$ cat config.mk
export PLATFORM = sky130hd
export DESIGN_NAME = lfpc_fifo
export DESIGN_NICKNAME = d
export VERILOG_FILES = /design/src/rtl/lfpc_pkg.sv /design/src/rtl/lfpc_fifo.sv
export VERILOG_INCLUDE_DIRS = /design/src /design/src/rtl
export SDC_FILE = /design/constraint.sdc
export NUM_CORES = 1
export LEC_CHECK = 0
export BUFFER_PORTS_ARGS = -buffer_cell sky130_fd_sc_hd__buf_2
export CORE_UTILIZATION = 54
export DETAILED_ROUTE_END_ITERATION = 8
export PLACE_DENSITY = 0.76
export SLEW_MARGIN = 20
export SYNTH_ARGS = -nofsm -noshare
export SYNTH_HDL_FRONTEND = slang
export SYNTH_SLANG_ARGS = --single-unit
$ cat constraint.sdc
create_clock -name clk -period 8.76 [get_ports clk]
set_input_delay 1.752 -clock clk [delete_from_list [all_inputs] [get_ports clk]]
set_output_delay 1.752 -clock clk [all_outputs]
set_load 0.02 [all_outputs]
$ cat src/rtl/lens_flare_pixel_compositor_unit_assert.svh
// Assertion helpers, included by rtl/lfpc_fifo.sv.
`ifndef LENS_FLARE_PIXEL_COMPOSITOR_UNIT_ASSERT_SVH
`define LENS_FLARE_PIXEL_COMPOSITOR_UNIT_ASSERT_SVH

// Same-cycle implication, sampled on clk and disabled during rst.
`define LFPC_ASSERT_IMP(name, ante, cons, msg) \
  name: assert property (@(posedge clk) disable iff (rst) (ante) |-> (cons)) \
    else $error(msg);

// Next-cycle implication, sampled on clk and disabled during rst.
`define LFPC_ASSERT_NXT(name, ante, cons, msg) \
  name: assert property (@(posedge clk) disable iff (rst) (ante) |=> (cons)) \
    else $error(msg);

`endif

$ cat src/rtl/lfpc_pkg.sv
package lfpc_pkg;

  localparam int RING_COUNT = 4;
  localparam int MAX_DIM    = 4096;
  localparam int DIM_W      = 13;
  localparam int FRAC_W     = 16;
  localparam int PCT_W      = 7;
  localparam int CFG_W      = 16;
  localparam int CFG_IDX_W  = 3;
  localparam int COORD_W    = 12;
  localparam int CHAN_W     = 8;
  localparam int Q16_W      = 17;
  localparam int CTR_W      = 21;
  localparam int POS_W      = 23;
  localparam int DIST_W     = 14;
  localparam int SQ_W       = 2 * DIST_W;
  localparam int SUM_W      = 27;
  localparam int NUM_W      = 27;

  localparam int SQRT_STEPS = DIST_W;
  localparam int DIV_STEPS  = 16;
  localparam int RING_LAT   = SQRT_STEPS + DIV_STEPS + 4;
  localparam int QUO_BITS   = 8;
  localparam int BLEND_LAT  = QUO_BITS + 4;
  localparam int BACK_LAT   = RING_LAT + BLEND_LAT;

  localparam int FIFO_DEPTH = 4;
  localparam int FIFO_PTR_W = 2;
  localparam int FIFO_CNT_W = 3;

  localparam logic [Q16_W-1:0] ONE_Q16         = 17'h10000;
  localparam logic [Q16_W-1:0] ALPHA_THRESHOLD = 17'd655;
  localparam logic [23:0]      BQ_RECIP        = 24'd10737419;
  localparam int               BQ_SHIFT        = 14;
  localparam logic [PCT_W-1:0] PCT_MAX         = 7'd100;

  localparam logic [DIM_W-1:0]  RST_WIDTH   = 13'd1024;
  localparam logic [DIM_W-1:0]  RST_HEIGHT  = 13'd1024;
  localparam logic [FRAC_W-1:0] RST_CENTER  = 16'd32768;
  localparam logic [PCT_W-1:0]  RST_BRIGHT  = 7'd50;

  typedef enum logic [CFG_IDX_W-1:0] {
    CFG_IMAGE_WIDTH  = 3'd0,
    CFG_IMAGE_HEIGHT = 3'd1,
    CFG_CENTER_X     = 3'd2,
    CFG_CENTER_Y     = 3'd3,
    CFG_BRIGHTNESS   = 3'd4
  } cfg_idx_t;

  localparam logic [FRAC_W-1:0] RING_OFF_MAG [RING_COUNT] = '{16'd0, 16'd13107, 16'd9830, 16'd19661};
  localparam logic [RING_COUNT-1:0] RING_OFF_NEG = 4'b0100;
  localparam logic [5:0] RING_RAD [RING_COUNT] = '{6'd30, 6'd20, 6'd40, 6'd15};
  localparam logic [Q16_W-1:0] RING_INT [RING_COUNT] = '{17'd65536, 17'd39322, 17'd26214,
                                                         17'd19661};
  localparam logic [CHAN_W-1:0] RING_COL [RING_COUNT][3] = '{
    '{8'd255, 8'd255, 8'd200},
    '{8'd200, 8'd220, 8'd255},
    '{8'd255, 8'd180, 8'd100},
    '{8'd180, 8'd255, 8'd180}
  };

  typedef struct packed {
    logic [DIM_W-1:0]  image_width;
    logic [DIM_W-1:0]  image_height;
    logic [FRAC_W-1:0] center_x_frac;
    logic [FRAC_W-1:0] center_y_frac;
    logic [PCT_W-1:0]  brightness_pct;
  } cfg_t;

  typedef struct packed {
    logic [CHAN_W-1:0] red;
    logic [CHAN_W-1:0] green;
    logic [CHAN_W-1:0] blue;
    logic [CHAN_W-1:0] alpha;
  } pix_t;

  typedef struct packed {
    logic [RING_COUNT-1:0][DIST_W-1:0] ax;
    logic [RING_COUNT-1:0][DIST_W-1:0] ay;
    logic [RING_COUNT-1:0]             near;
    pix_t                              pix;
  } item_t;

  // Floor division by 255, one base-256 digit per step.
  function automatic logic [39:0] div255(input logic [39:0] x);
    logic [7:0]  r;
    logic [8:0]  s;
    logic [39:0] q;
    r = '0;
    q = '0;
    for (int b = 4; b >= 0; b--) begin
      s = 9'(r) + 9'(x[b*8 +: 8]);
      if (s >= 9'd255) begin
        q[b*8 +: 8] = r + 8'd1;
        r = 8'(s - 9'd255);
      end else begin
        q[b*8 +: 8] = r;
        r = s[7:0];
      end
    end
    return q;
  endfunction

endpackage

$ cat src/rtl/lfpc_fifo.sv
`include "lens_flare_pixel_compositor_unit_assert.svh"

module lfpc_fifo (
  input  logic            clk,
  input  logic            rst,
  input  logic            push,
  input  lfpc_pkg::item_t din,
  input  logic            pop,
  output lfpc_pkg::item_t dout,
  output logic            full,
  output logic            empty
);

  lfpc_pkg::item_t mem [lfpc_pkg::FIFO_DEPTH];
  logic [lfpc_pkg::FIFO_PTR_W-1:0] wr_ptr;
  logic [lfpc_pkg::FIFO_PTR_W-1:0] rd_ptr;
  logic [lfpc_pkg::FIFO_CNT_W-1:0] count;

  assign full  = (count == lfpc_pkg::FIFO_CNT_W'(lfpc_pkg::FIFO_DEPTH));
  assign empty = (count == '0);
  assign dout  = mem[rd_ptr];

  always_ff @(posedge clk) begin
    if (push) begin
      mem[wr_ptr] <= din;
    end
  end

  always_ff @(posedge clk) begin
    if (rst) begin
      wr_ptr <= '0;
      rd_ptr <= '0;
      count  <= '0;
    end else begin
      if (push) begin
        wr_ptr <= wr_ptr + 1'b1;
      end
      if (pop) begin
        rd_ptr <= rd_ptr + 1'b1;
      end
      if (push && !pop) begin
        count <= count + 1'b1;
      end else if (pop && !push) begin
        count <= count - 1'b1;
      end
    end
  end

  `LFPC_ASSERT_IMP(a_count_bound, 1'b1, count <= lfpc_pkg::FIFO_CNT_W'(lfpc_pkg::FIFO_DEPTH), "queue count beyond depth")
  `LFPC_ASSERT_IMP(a_push_full, push, !full, "push into a full queue")
  `LFPC_ASSERT_NXT(a_pop_drains, pop && !push && !empty, count == $past(count) - 1'b1, "pop did not drain")

endmodule

---- Yosys cells after proc, flatten, opt, wreduce, memory -nomap -nowiden ----
Memories as Yosys holds them, arrays and structs flattened. A register that Yosys moved wholly into a read port is not among the register bits.
Cells that the tools add are included.
storage, ports and cells
  flip-flop bits (word level) ............. 7
  RAM bits ................................ 592
  output and inout bits ................... 150
  word-level logic and storage cells ...... 21
  memories kept ........................... 1
memory list
  memory  words  width  read ports  clocked after Yosys merged registers in  write ports  line             source
  mem     4      148    1           1                                        1            lfpc_fifo.sv:14  lfpc_pkg::item_t mem [lfpc_pkg::FIFO_DEPTH];
cells by class
  add/subtract/negate cells ............... 4
  equality and inequality tests ........... 1
  multiplexer cells ....................... 6
  reductions and logical operators ........ 6
operators by type and width
  kind                                              count
  two-way mux 3 bit                                 2
  adder 2 x 1 -> 2 bit, second input constant       2
  two-way mux 2 bit                                 2
  adder 3 x 1 -> 3 bit, second input constant       1
  == test 3 bit, second input constant              1
  logical NOT 3 bit                                 1
  subtractor 3 x 1 -> 3 bit, second input constant  1
  logical AND 1 bit                                 2
  logical NOT 1 bit                                 2
  two-way mux 1 bit                                 2
  nonzero test 2 bit                                1

---- Longest topological paths before layout ----
Gate-level depths: netlist of run 1.
  word-level depth ........................ 4
  gate-level depth with buffers ........... 7
  mapped depth without buffers ............ 7

---- Least setup slack after synthesis of run 1 ----
OpenSTA, ideal clock, no wires.
  path type ............................... in2reg
  start ................................... input push
  end ..................................... memory mem[0][0] (netlist name) (enable)
  setup time .............................. 0.525 ns
  data arrival time ....................... 5.131 ns
  data required time ...................... 8.235 ns
  setup slack ............................. 3.105 ns
  cell stages on the path ................. 1
  path buffers ............................ 0
  cell sequence ........................... and2_1
on the way
  word-level cells in the longest chain between the ends .. 2
ends and longest elaborated chain
  element                                  line             source
  start, declared                          lfpc_fifo.sv:6   input logic push,
  two-way mux 1 bit                        lfpc_fifo.sv:24  if (push) begin
  two-way mux 1 bit (not written as such)  lfpc_fifo.sv:25  mem[wr_ptr] <= din;
  end, declared                            lfpc_fifo.sv:14
No other way between the ends.

==> results of run 1 <==
state kept, by name, indices dropped and copies added, names as in the netlist, named ones only:
register and count:
mem 592, count 3, rd_ptr 2, wr_ptr 2
area by class of cell:
cell class	instances	area [µm²]	area share, %
multi-input cells	178	3570	13.9
diodes	4	10.0	0.0389
well taps	525	657	2.55
inverters	4	15.0	0.0583
clock buffers	58	1430	5.55
clock inverters	46	488	1.90
repair buffers	313	1610	6.25
flip-flops and latches	601	18000	69.8
cells by family after synthesis:
kind of cell	synth area share [%]
AOI/OAI and AO/OA	0.0457
and+or+nand+nor	0.337
adders and majority gates	0.377
DFF	82.0
buffers and inverters	1.75
xor gates and xnor gates	0.200
muxes	15.3
power groups by stage:
| stage | logic (mW) | clock network [mW] | registers, mW |
|---|---|---|---|
| after floorplan | 0.460 | 0 | 3.40 |
| after global placement | 0.657 | 0 | 3.41 |
| after detailed placement | 0.666 | 0 | 3.42 |
| after CTS | 0.671 | 2.55 | 3.35 |
| after global routing | 0.702 | 2.65 | 3.36 |
| final | 0.657 | 2.49 | 3.35 |
per-layer routing:
metal  wire (µm)  part of all wire (%)  vias to the layer above  GRT usage [%]
met4        1160                   2.9                        4           7.76
met5          28                 0.070                        -              0
li1            -                     -                     4229              -
met3        2690                   6.7                       72           4.94
met2       20400                    51                      294           32.6
met1       15900                    40                     5074           26.0
through the flow:
stage | hold slack (ns) | cells | utilization [%] | setup slack, ns
floorplan | 0.466 | 817 | - | 3.10
global placement | 0.482 | 1621 | 59.7 | 4.51
detailed placement | 0.513 | 1621 | 59.7 | 4.53
CTS | 0.520 | 1725 | 64.5 | 3.87
global route | 0.562 | 1727 | 64.5 | 3.79
finish | 0.522 | 1729 | 64.5 | 3.98
worst max-delay path: stages (launching register included):
cell and delay [ns]:
dfxtp_4 0.90, buf_4 0.84, mux4_2 0.44, buf_2 0.18
synth_stat cells (all sizes together):
cell and number:
nand2 1, mux2i 2, xnor2 2, edfxtp 592
buf 32, xor2 3, inv 4, dfxtp 9
clkbuf 2, ha 5, o21ai 1, and2 4
nor2 7, nor3b 1, nor3 1, mux4 148
or3 1, fa 1, a21oi 1
worst paths after layout:
| check | start | endpoint | slack [ns] | depth (start not counted) |
|---|---|---|---|---|
| setup reg to reg | wr_ptr[0]$_SDFFE_PP0P_ | mem[1][106]$_DFFE_PP_ | 6.19 | 3 |
| setup / recovery | register | dout[67] | 3.98 | 3 |
| hold / removal | count[2]$_SDFFE_PP0P_ | count[2]$_SDFFE_PP0P_ | 0.52 | 2 |
| hold reg to reg | count[2]$_SDFFE_PP0P_ | count[2]$_SDFFE_PP0P_ | 0.52 | 2 |
==> run_results.csv, run 1 <==
group,metric,value,unit
run_status,outcome,"complete, no violations",
yosys,synth_area_leaders,"edfxtp_1 81%, mux4_2 15%, buf_12 1.0%, dfxtp_1 0.82%, buf_2 0.30%",
floorplanning,io_pins,302,
grt,antenna_found_initial,5,
place,dp_hpwl,23400,µm
grt,grt_max_degree,91,
sta,rsz0062_at_grt,"false",
power,power_switching,1.47,mW
clock_tree,clock-root-buffer,"clkbuf_16",
clock_tree,cts_buffers,57,
min_path,hp-class,"reg2reg",
job,drv_cap,0,
critical_path,worstPathMaxFanout,62,
detailed_routing,drtIter0Drc,599,
final_layout,final_area,0.0257,mm²
floorplanning,die_y,203,µm
power,p_sw_share,22.6,%
clock_tree,clock_sinks,601,
place,numPortBuffers,301,
detailed_routing,vias,9673,
critical_path,endpoint_kind,"output port",
critical_path,start_kind,"register",
sta,fin_skew,0.0108,ns
critical_path,critPathRequiredTime,7.01,ns
detailed_routing,ant_nets,0,
sta,tns,0,ns
power,irDropWorstVdd,0.212,mV
final_layout,layout-drive-gt1-share,46.3,%
sta,setup_viol,0,
power,p_leak,8.63,nW
power,powerDensity,252,mW/mm²
final_layout,layout_common_cells,"592 x edfxtp_1, 301 x buf_2, 148 x mux4_2, 57 x clkbuf_16, 14 x clkinv_1",
sta,hold_viol_final,0,
yosys,syn_nets,975,
grt,grt.total_usage,19.9,%
sta,drv_slew,0,
clock_tree,cts_resized,0,
final_layout,fillers,2575,
yosys,yosysTopAreaCell,"edfxtp_1",
sta,worst_pin_slew,1.04,ns
power,power_frac_comb,10.1,%
critical_path,crit_arrival,3.03,ns
clock_tree,cts_hold_buf,0,
yosys,yosys_warnings,0,
clock_tree,insertion_delay,0.59,ns
place,gp_congestion,0.731,
final_layout,fin_nets,1313,
detailed_routing,wl,40100,µm
sta,period_share,54.6,%
yosys,synthCells,817,
critical_path,path_class,"reg2out",
floorplanning,fp-row-count,73,
yosys,ys_ff_latch,601,
clock_tree,clk_path_buf_depth,3,
sta,fmax,0.209,GHz
floorplanning,fp.dieW,203,µm
yosys,ys_seq_area_share,82.0,%
floorplanning,start_util,54.9,%
detailed_routing,drtPass1Iterations,5,
final_layout,areaGrowthSynthToFinish,17.5,%
sta,relSlewSlack,30.6,%
detailed_routing,vias_per_cell,5.59,
power,intPower,5.03,mW
yosys,synth_top_area_share,81.2,%
sta,min_period,4.78,ns
power,clkPwrFrac,38.3,%
clock_tree,cts_tree,"built",
detailed_routing,drc,0,
grt,overflow,0,
place,placed_area,0.0238,mm²
power,power,6.50,mW
grt,grt_pass1_vias,10300,
detailed_routing,routedWlPerCell,23.2,µm
floorplanning,core_area,0.0399,mm²
final_layout,final_common_cell,"edfxtp_1",
power,pwr-share-seq,51.6,%
yosys,ys_types,24,
clock_tree,clk_pin_slew_worst_paths,0.07,ns
yosys,synth_area,0.0219,mm²
grt,grt_pass1_wl,60800,µm
yosys,syn_area_per_cell,26.8,µm²
floorplanning,die-area,0.0414,mm²
clock_tree,htree_levels,2,
clock_tree,post_cts_buffers,0,
Power figures use the tool's default switching activity.
==> inputs of run 2 (changes only) <==
CORE_UTILIZATION = 51   (was 54)
PLACE_DENSITY = 0.75   (was 0.76)
clock period = 3.8 ns   (was 8.76 ns; I/O delays follow)
==> run 2 against run 1 <==
Compared with the run above:
- critical path depth did not move
- non-clock buffer count grew 14
- global-route usage fell by 1.0 points
- final area up 0.46%
- combinational power increased by 140%
- die area grew 5.8%
- worst setup slack lost 3.3 ns
- cell count up 1.6%
- utilization fell by 3.1 points
- largest cell class unchanged
==> run_results.csv, run 2 (synthesis results as in run 1) <==
group,metric,value,unit
detailed_routing,drtIter0Drc,692,
sta,fmax,0.324,GHz
clock_tree,cts_buffers,57,
floorplanning,fp.dieW,209,µm
clock_tree,htree_levels,2,
sta,relSlewSlack,48.6,%
clock_tree,clock_sinks,601,
sta,worst_pin_slew,0.771,ns
clock_tree,cts_tree,"built",
critical_path,rr_endpoint,"mem[3][34]$_DFFE_PP_",
critical_path,critPathBufInv,2,
critical_path,cp_num_cells,3,
clock_tree,clock-root-buffer,"clkbuf_16",
power,irDropWorstVdd,0.557,mV
critical_path,reg2reg_slack,1.83,ns
clock_tree,cts_resized,0,
final_layout,layout_common_cells,"592 x edfxtp_1, 301 x buf_2, 148 x mux4_2, 59 x clkbuf_16",
place,gp_congestion,0.728,
sta,period_share,81.2,%
place,placed_area,0.0241,mm²
clock_tree,insertion_delay,0.59,ns
final_layout,final_common_cell,"edfxtp_1",
detailed_routing,routedWlPerCell,23.3,µm
floorplanning,die_y,209,µm
power,p_leak,8.69,nW
clock_tree,cts_hold_buf,0,
floorplanning,core_area,0.0421,mm²
critical_path,path_class,"reg2out",
power,power,14.6,mW
critical_path,worstPathCellList,"buf_12 -> mux4_2 -> buf_2",
final_layout,layout-drive-gt1-share,46.2,%
floorplanning,fp-row-count,75,
run_status,outcome,"complete, no violations",
place,dp_hpwl,24900,µm
floorplanning,start_util,52.0,%
critical_path,endpoint_kind,"output port",
sta,fin_ws,0.714,ns
final_layout,fin_nets,1327,
final_layout,regMostFlops,"mem",
clock_tree,post_cts_buffers,0,
place,dp_slack,1.31,ns
grt,grt_max_degree,77,
sta,setup_viol,0,
critical_path,start_kind,"register",
place,numPortBuffers,301,
final_layout,largest_reg_flops,592,
floorplanning,die-area,0.0438,mm²
critical_path,slowest_delay,0.60,ns
grt,grt_pass1_wl,61300,µm
detailed_routing,drtPass1Iterations,5,
critical_path,worstReg2RegStart,"wr_ptr[0]$_SDFFE_PP0P_",
sta,fin_skew,0.0120,ns
critical_path,critPathRequiredTime,3.04,ns
final_layout,final_area,0.0259,mm²
grt,overflow,0,
clock_tree,clk_path_buf_depth,3,
final_layout,areaGrowthSynthToFinish,18.1,%
sta,hold_viol_final,0,
sta,min_period,3.09,ns
place,place_inst,1649,
sta,drv_slew,0,
grt,grt.total_usage,18.9,%
min_path,hp-class,"in2reg",
critical_path,crit_arrival,2.33,ns
final_layout,fillers,2857,
sta,rsz0062_at_grt,"false",
power,powerDensity,566,mW/mm²
final_layout,final_cells,1757,
clock_tree,clk_pin_slew_worst_paths,0.06,ns
critical_path,worstPathMaxFanout,72,
grt,grt_pass1_vias,10300,
detailed_routing,vias,9790,
grt,antenna_found_initial,12,
critical_path,cp_top_family,"multiplexers",
final_layout,largestRegisters,"mem x592, count x3",
critical_path,critPathCapture,"dout[75]",
job,drv_cap,0,
critical_path,slowest_stage,"mux4_2",
critical_path,ff2ff_path_depth,3,
detailed_routing,ant_nets,0,
sta,tns,0,ns
detailed_routing,wl,41000,µm
floorplanning,io_pins,302,
detailed_routing,vias_per_cell,5.57,
detailed_routing,drc,0,
run 2: area by class of cell:
class	instances	area, µm²	share of cell area (%)
Multi-Input combinational cell	178	3570	13.8
Antenna cell	5	12.5	0.0484
Sequential cell	601	18000	69.5
Tap cell	539	674	2.61
Timing Repair Buffer	327	1850	7.16
Clock inverter	33	256	0.992
Clock buffer	70	1520	5.87
Inverter	4	15.0	0.0580
run 2: power breakdown:
part	leakage, nW	internal, mW	total, mW	switching, mW
clock	0.880	3.09	5.37	2.28
combinational	2.30	0.638	1.59	0.951
sequential	5.51	7.62	7.69	0.0731
run 2: worst min path at each step:
stage	from	end	slack (ns)	cells past startpoint
floorplan	count[2]$_SDFFE_PP0P_	count[2]$_SDFFE_PP0P_	0.47	2
global placement	count[2]$_SDFFE_PP0P_	count[2]$_SDFFE_PP0P_	0.48	2
detailed placement	count[2]$_SDFFE_PP0P_	count[2]$_SDFFE_PP0P_	0.50	2
CTS	din[144]	mem[0][144]$_DFFE_PP_	0.34	1
global route	din[144]	mem[2][144]$_DFFE_PP_	0.35	1
finish	din[64]	mem[1][64]$_DFFE_PP_	0.38	1
run 2: through the flow:
| stage | hold slack [ns] | utilization [%] |
|---|---|---|
| after global placement | 0.481 | 57.1 |
| after detailed placement | 0.504 | 57.1 |
| after global routing | 0.349 | 61.4 |
| final | 0.378 | 61.4 |
| after CTS | 0.337 | 61.4 |
| after floorplan | 0.466 | - |
run 2: layer usage:
metal	GRT usage, %	vias up	share of wire (%)
met5	0	-	0.20
met4	6.85	12	2.2
met3	5.28	69	7.1
met2	30.7	322	51
met1	24.6	5138	40
li1	-	4249	-
==> inputs of run 3 (changes only) <==
clock period = 2.7 ns   (was 3.8 ns; I/O delays follow)
==> run 3 against run 2 <==
Compared with the run above:
- register-to-register slack got worse by 0.91 ns
- highest routed layer unchanged
- worst hold slack worse by 0.22 ns
- clock power grew 46%
- largest power group unchanged
- critical path depth grew 2
- die area is the same
==> run_results.csv, run 3 (synthesis results as in run 1) <==
group,metric,value,unit
final_layout,areaGrowthSynthToFinish,21.4,%
grt,grt_max_degree,60,
detailed_routing,topRoutingLayerUsed,"met5",
min_path,min_from,"din[135]",
critical_path,slowest_delay,0.50,ns
critical_path,slowest_stage,"mux4_2",
clock_tree,clk_path_buf_depth,3,
grt,overflow,0,
final_layout,layout_common_cells,"592 x edfxtp_1, 292 x buf_2, 148 x mux4_2, 63 x clkbuf_16, 25 x buf_12",
min_path,hp-class,"in2reg",
clock_tree,insertion_delay,0.59,ns
sta,hold_viol_final,0,
final_layout,fillers,2770,
critical_path,worstPathMaxFanout,7,
final_layout,regArea,0.0180,mm²
clock_tree,cts_tree,"built",
power,power,21.1,mW
sta,period_share,97.9,%
floorplanning,die_y,209,µm
sta,rsz0062_at_grt,"true",
grt,grt_pass1_wl,63100,µm
floorplanning,core_area,0.0421,mm²
grt,antenna_found_initial,12,
floorplanning,die-area,0.0438,mm²
place,dp_hpwl,26400,µm
critical_path,worstPathCellList,"buf_12 -> buf_16 -> buf_4 -> mux4_2 -> buf_2",
critical_path,crit_arrival,2.10,ns
final_layout,largest_reg_flops,592,
critical_path,endpoint_kind,"output port",
run_status,outcome,"complete, no violations",
final_layout,regMostFlops,"mem",
critical_path,critPathRequiredTime,2.16,ns
clock_tree,clock_sinks,601,
floorplanning,start_util,52.0,%
sta,fin_skew,0.0137,ns
sta,drv_slew,0,
detailed_routing,met2_length,21800,µm
detailed_routing,wl_met3,2770,µm
power,powerDensity,794,mW/mm²
power,p_leak,9.01,nW
floorplanning,fp.dieW,209,µm
power,irDropWorstVdd,0.670,mV
sta,whs,0.158,ns
grt,grt_pass1_vias,10500,
final_layout,final_area,0.0266,mm²
grt,grt.total_usage,19.5,%
detailed_routing,drtPass1Iterations,5,
place,placed_area,0.0244,mm²
floorplanning,io_pins,302,
sta,setup_viol,0,
sta,relSlewSlack,61.0,%
critical_path,worstReg2RegStart,"wr_ptr[0]$_SDFFE_PP0P_",
detailed_routing,drtIter0Drc,670,
critical_path,path_class,"reg2out",
job,drv_cap,0,
detailed_routing,drc,0,
sta,worst_pin_slew,0.586,ns
detailed_routing,vias_per_cell,5.52,
final_layout,multi_input_area,0.00357,mm²
detailed_routing,routedWlPerCell,23.6,µm
floorplanning,fp-row-count,75,
final_layout,fin_nets,1360,
final_layout,largestRegisters,"mem x592, count x3",
final_layout,layout-drive-gt1-share,47.7,%
place,gp_congestion,0.756,
clock_tree,clk_pin_slew_worst_paths,0.06,ns
clock_tree,clock-root-buffer,"clkbuf_16",
detailed_routing,wl,42500,µm
clock_tree,cts_buffers,57,
detailed_routing,wl_met1,16700,µm
detailed_routing,ant_nets,0,
detailed_routing,vias,9914,
place,numPortBuffers,301,
sta,min_period,2.64,ns
sta,fmax,0.378,GHz
final_layout,final_common_cell,"edfxtp_1",
clock_tree,htree_levels,2,
critical_path,start_kind,"register",
## run 3: cell count changes in the layout (fill, tap and decap cells not counted), moves of 3 or more
cell | previous run | this run
clkbuf_16 | 59 | 63
buf_4 | 14 | 22
buf_16 | 0 | 3
diode_2 | 5 | 8
buf_8 | 0 | 3
clkinv_2 | 14 | 11
bufinv_16 | 4 | 7
clkinvlp_4 | 0 | 3
buf_6 | 0 | 11
buf_2 | 301 | 292
buf_12 | 12 | 25
## run 3: per-stage QoR
stage                     setup slack [ns]  cells  TNS, ns  utilization, %
after CTS                          -0.0574   1777    -2.83            62.5
after detailed placement             0.489   1667        0            57.9
after global routing              -0.00782   1792  -0.0329            63.1
after floorplan                      0.667    817        0               -
after global placement               0.482   1667        0            57.9
final                               0.0563   1795        0            63.1
## run 3: worst paths after layout
| kind | slack, ns | end | cells after the start |
|---|---|---|---|
| max | 0.06 | dout[51] | 5 |
| min | 0.16 | mem[3][135]$_DFFE_PP_ | 1 |
| max reg2reg | 0.92 | mem[2][12]$_DFFE_PP_ | 4 |
| min reg2reg | 0.53 | count[2]$_SDFFE_PP0P_ | 2 |
## run 3: final cells by class
class	count	share of cell area, %
Clock inverter	35	1.30
Sequential cell	601	67.6
Clock buffer	70	5.71
Timing Repair Buffer	360	9.32
Antenna cell	8	0.0753
Multi-Input combinational cell	178	13.4
Inverter	4	0.0565
Tap cell	539	2.54
## run 3: what timing repair did
| action | CTS | global route |
|---|---|---|
| endpoints found under the hold margin | 0 | 0 |
| hold buffers | 0 | 0 |
| resized for setup | 13 | 17 |
| buffers inserted | 4 | 6 |
| setup endpoints to repair | 125 | 135 |
| cloned | 1 | 4 |
## run 3: power breakdown
group / total [mW] / internal (mW) / switching (mW)
Sequential: 10.8 / 10.7 / 0.108
Combinational: 2.43 / 1.05 / 1.38
Clock: 7.86 / 4.64 / 3.22
Total: 21.1 / 16.4 / 4.71
## run 3: worst max-delay path, delay by kind of cell, from the launching register on
family | cells | cell delay (ns)
mux | 1 | 0.50
buf+inv | 4 | 0.62
flops | 1 | 0.38
## run 3: metal layers
metal	track usage (%)	vias up
met5	0	-
met4	8.19	12
met1	25.4	5167
met2	31.8	323
met3	4.63	89
li1	-	4323
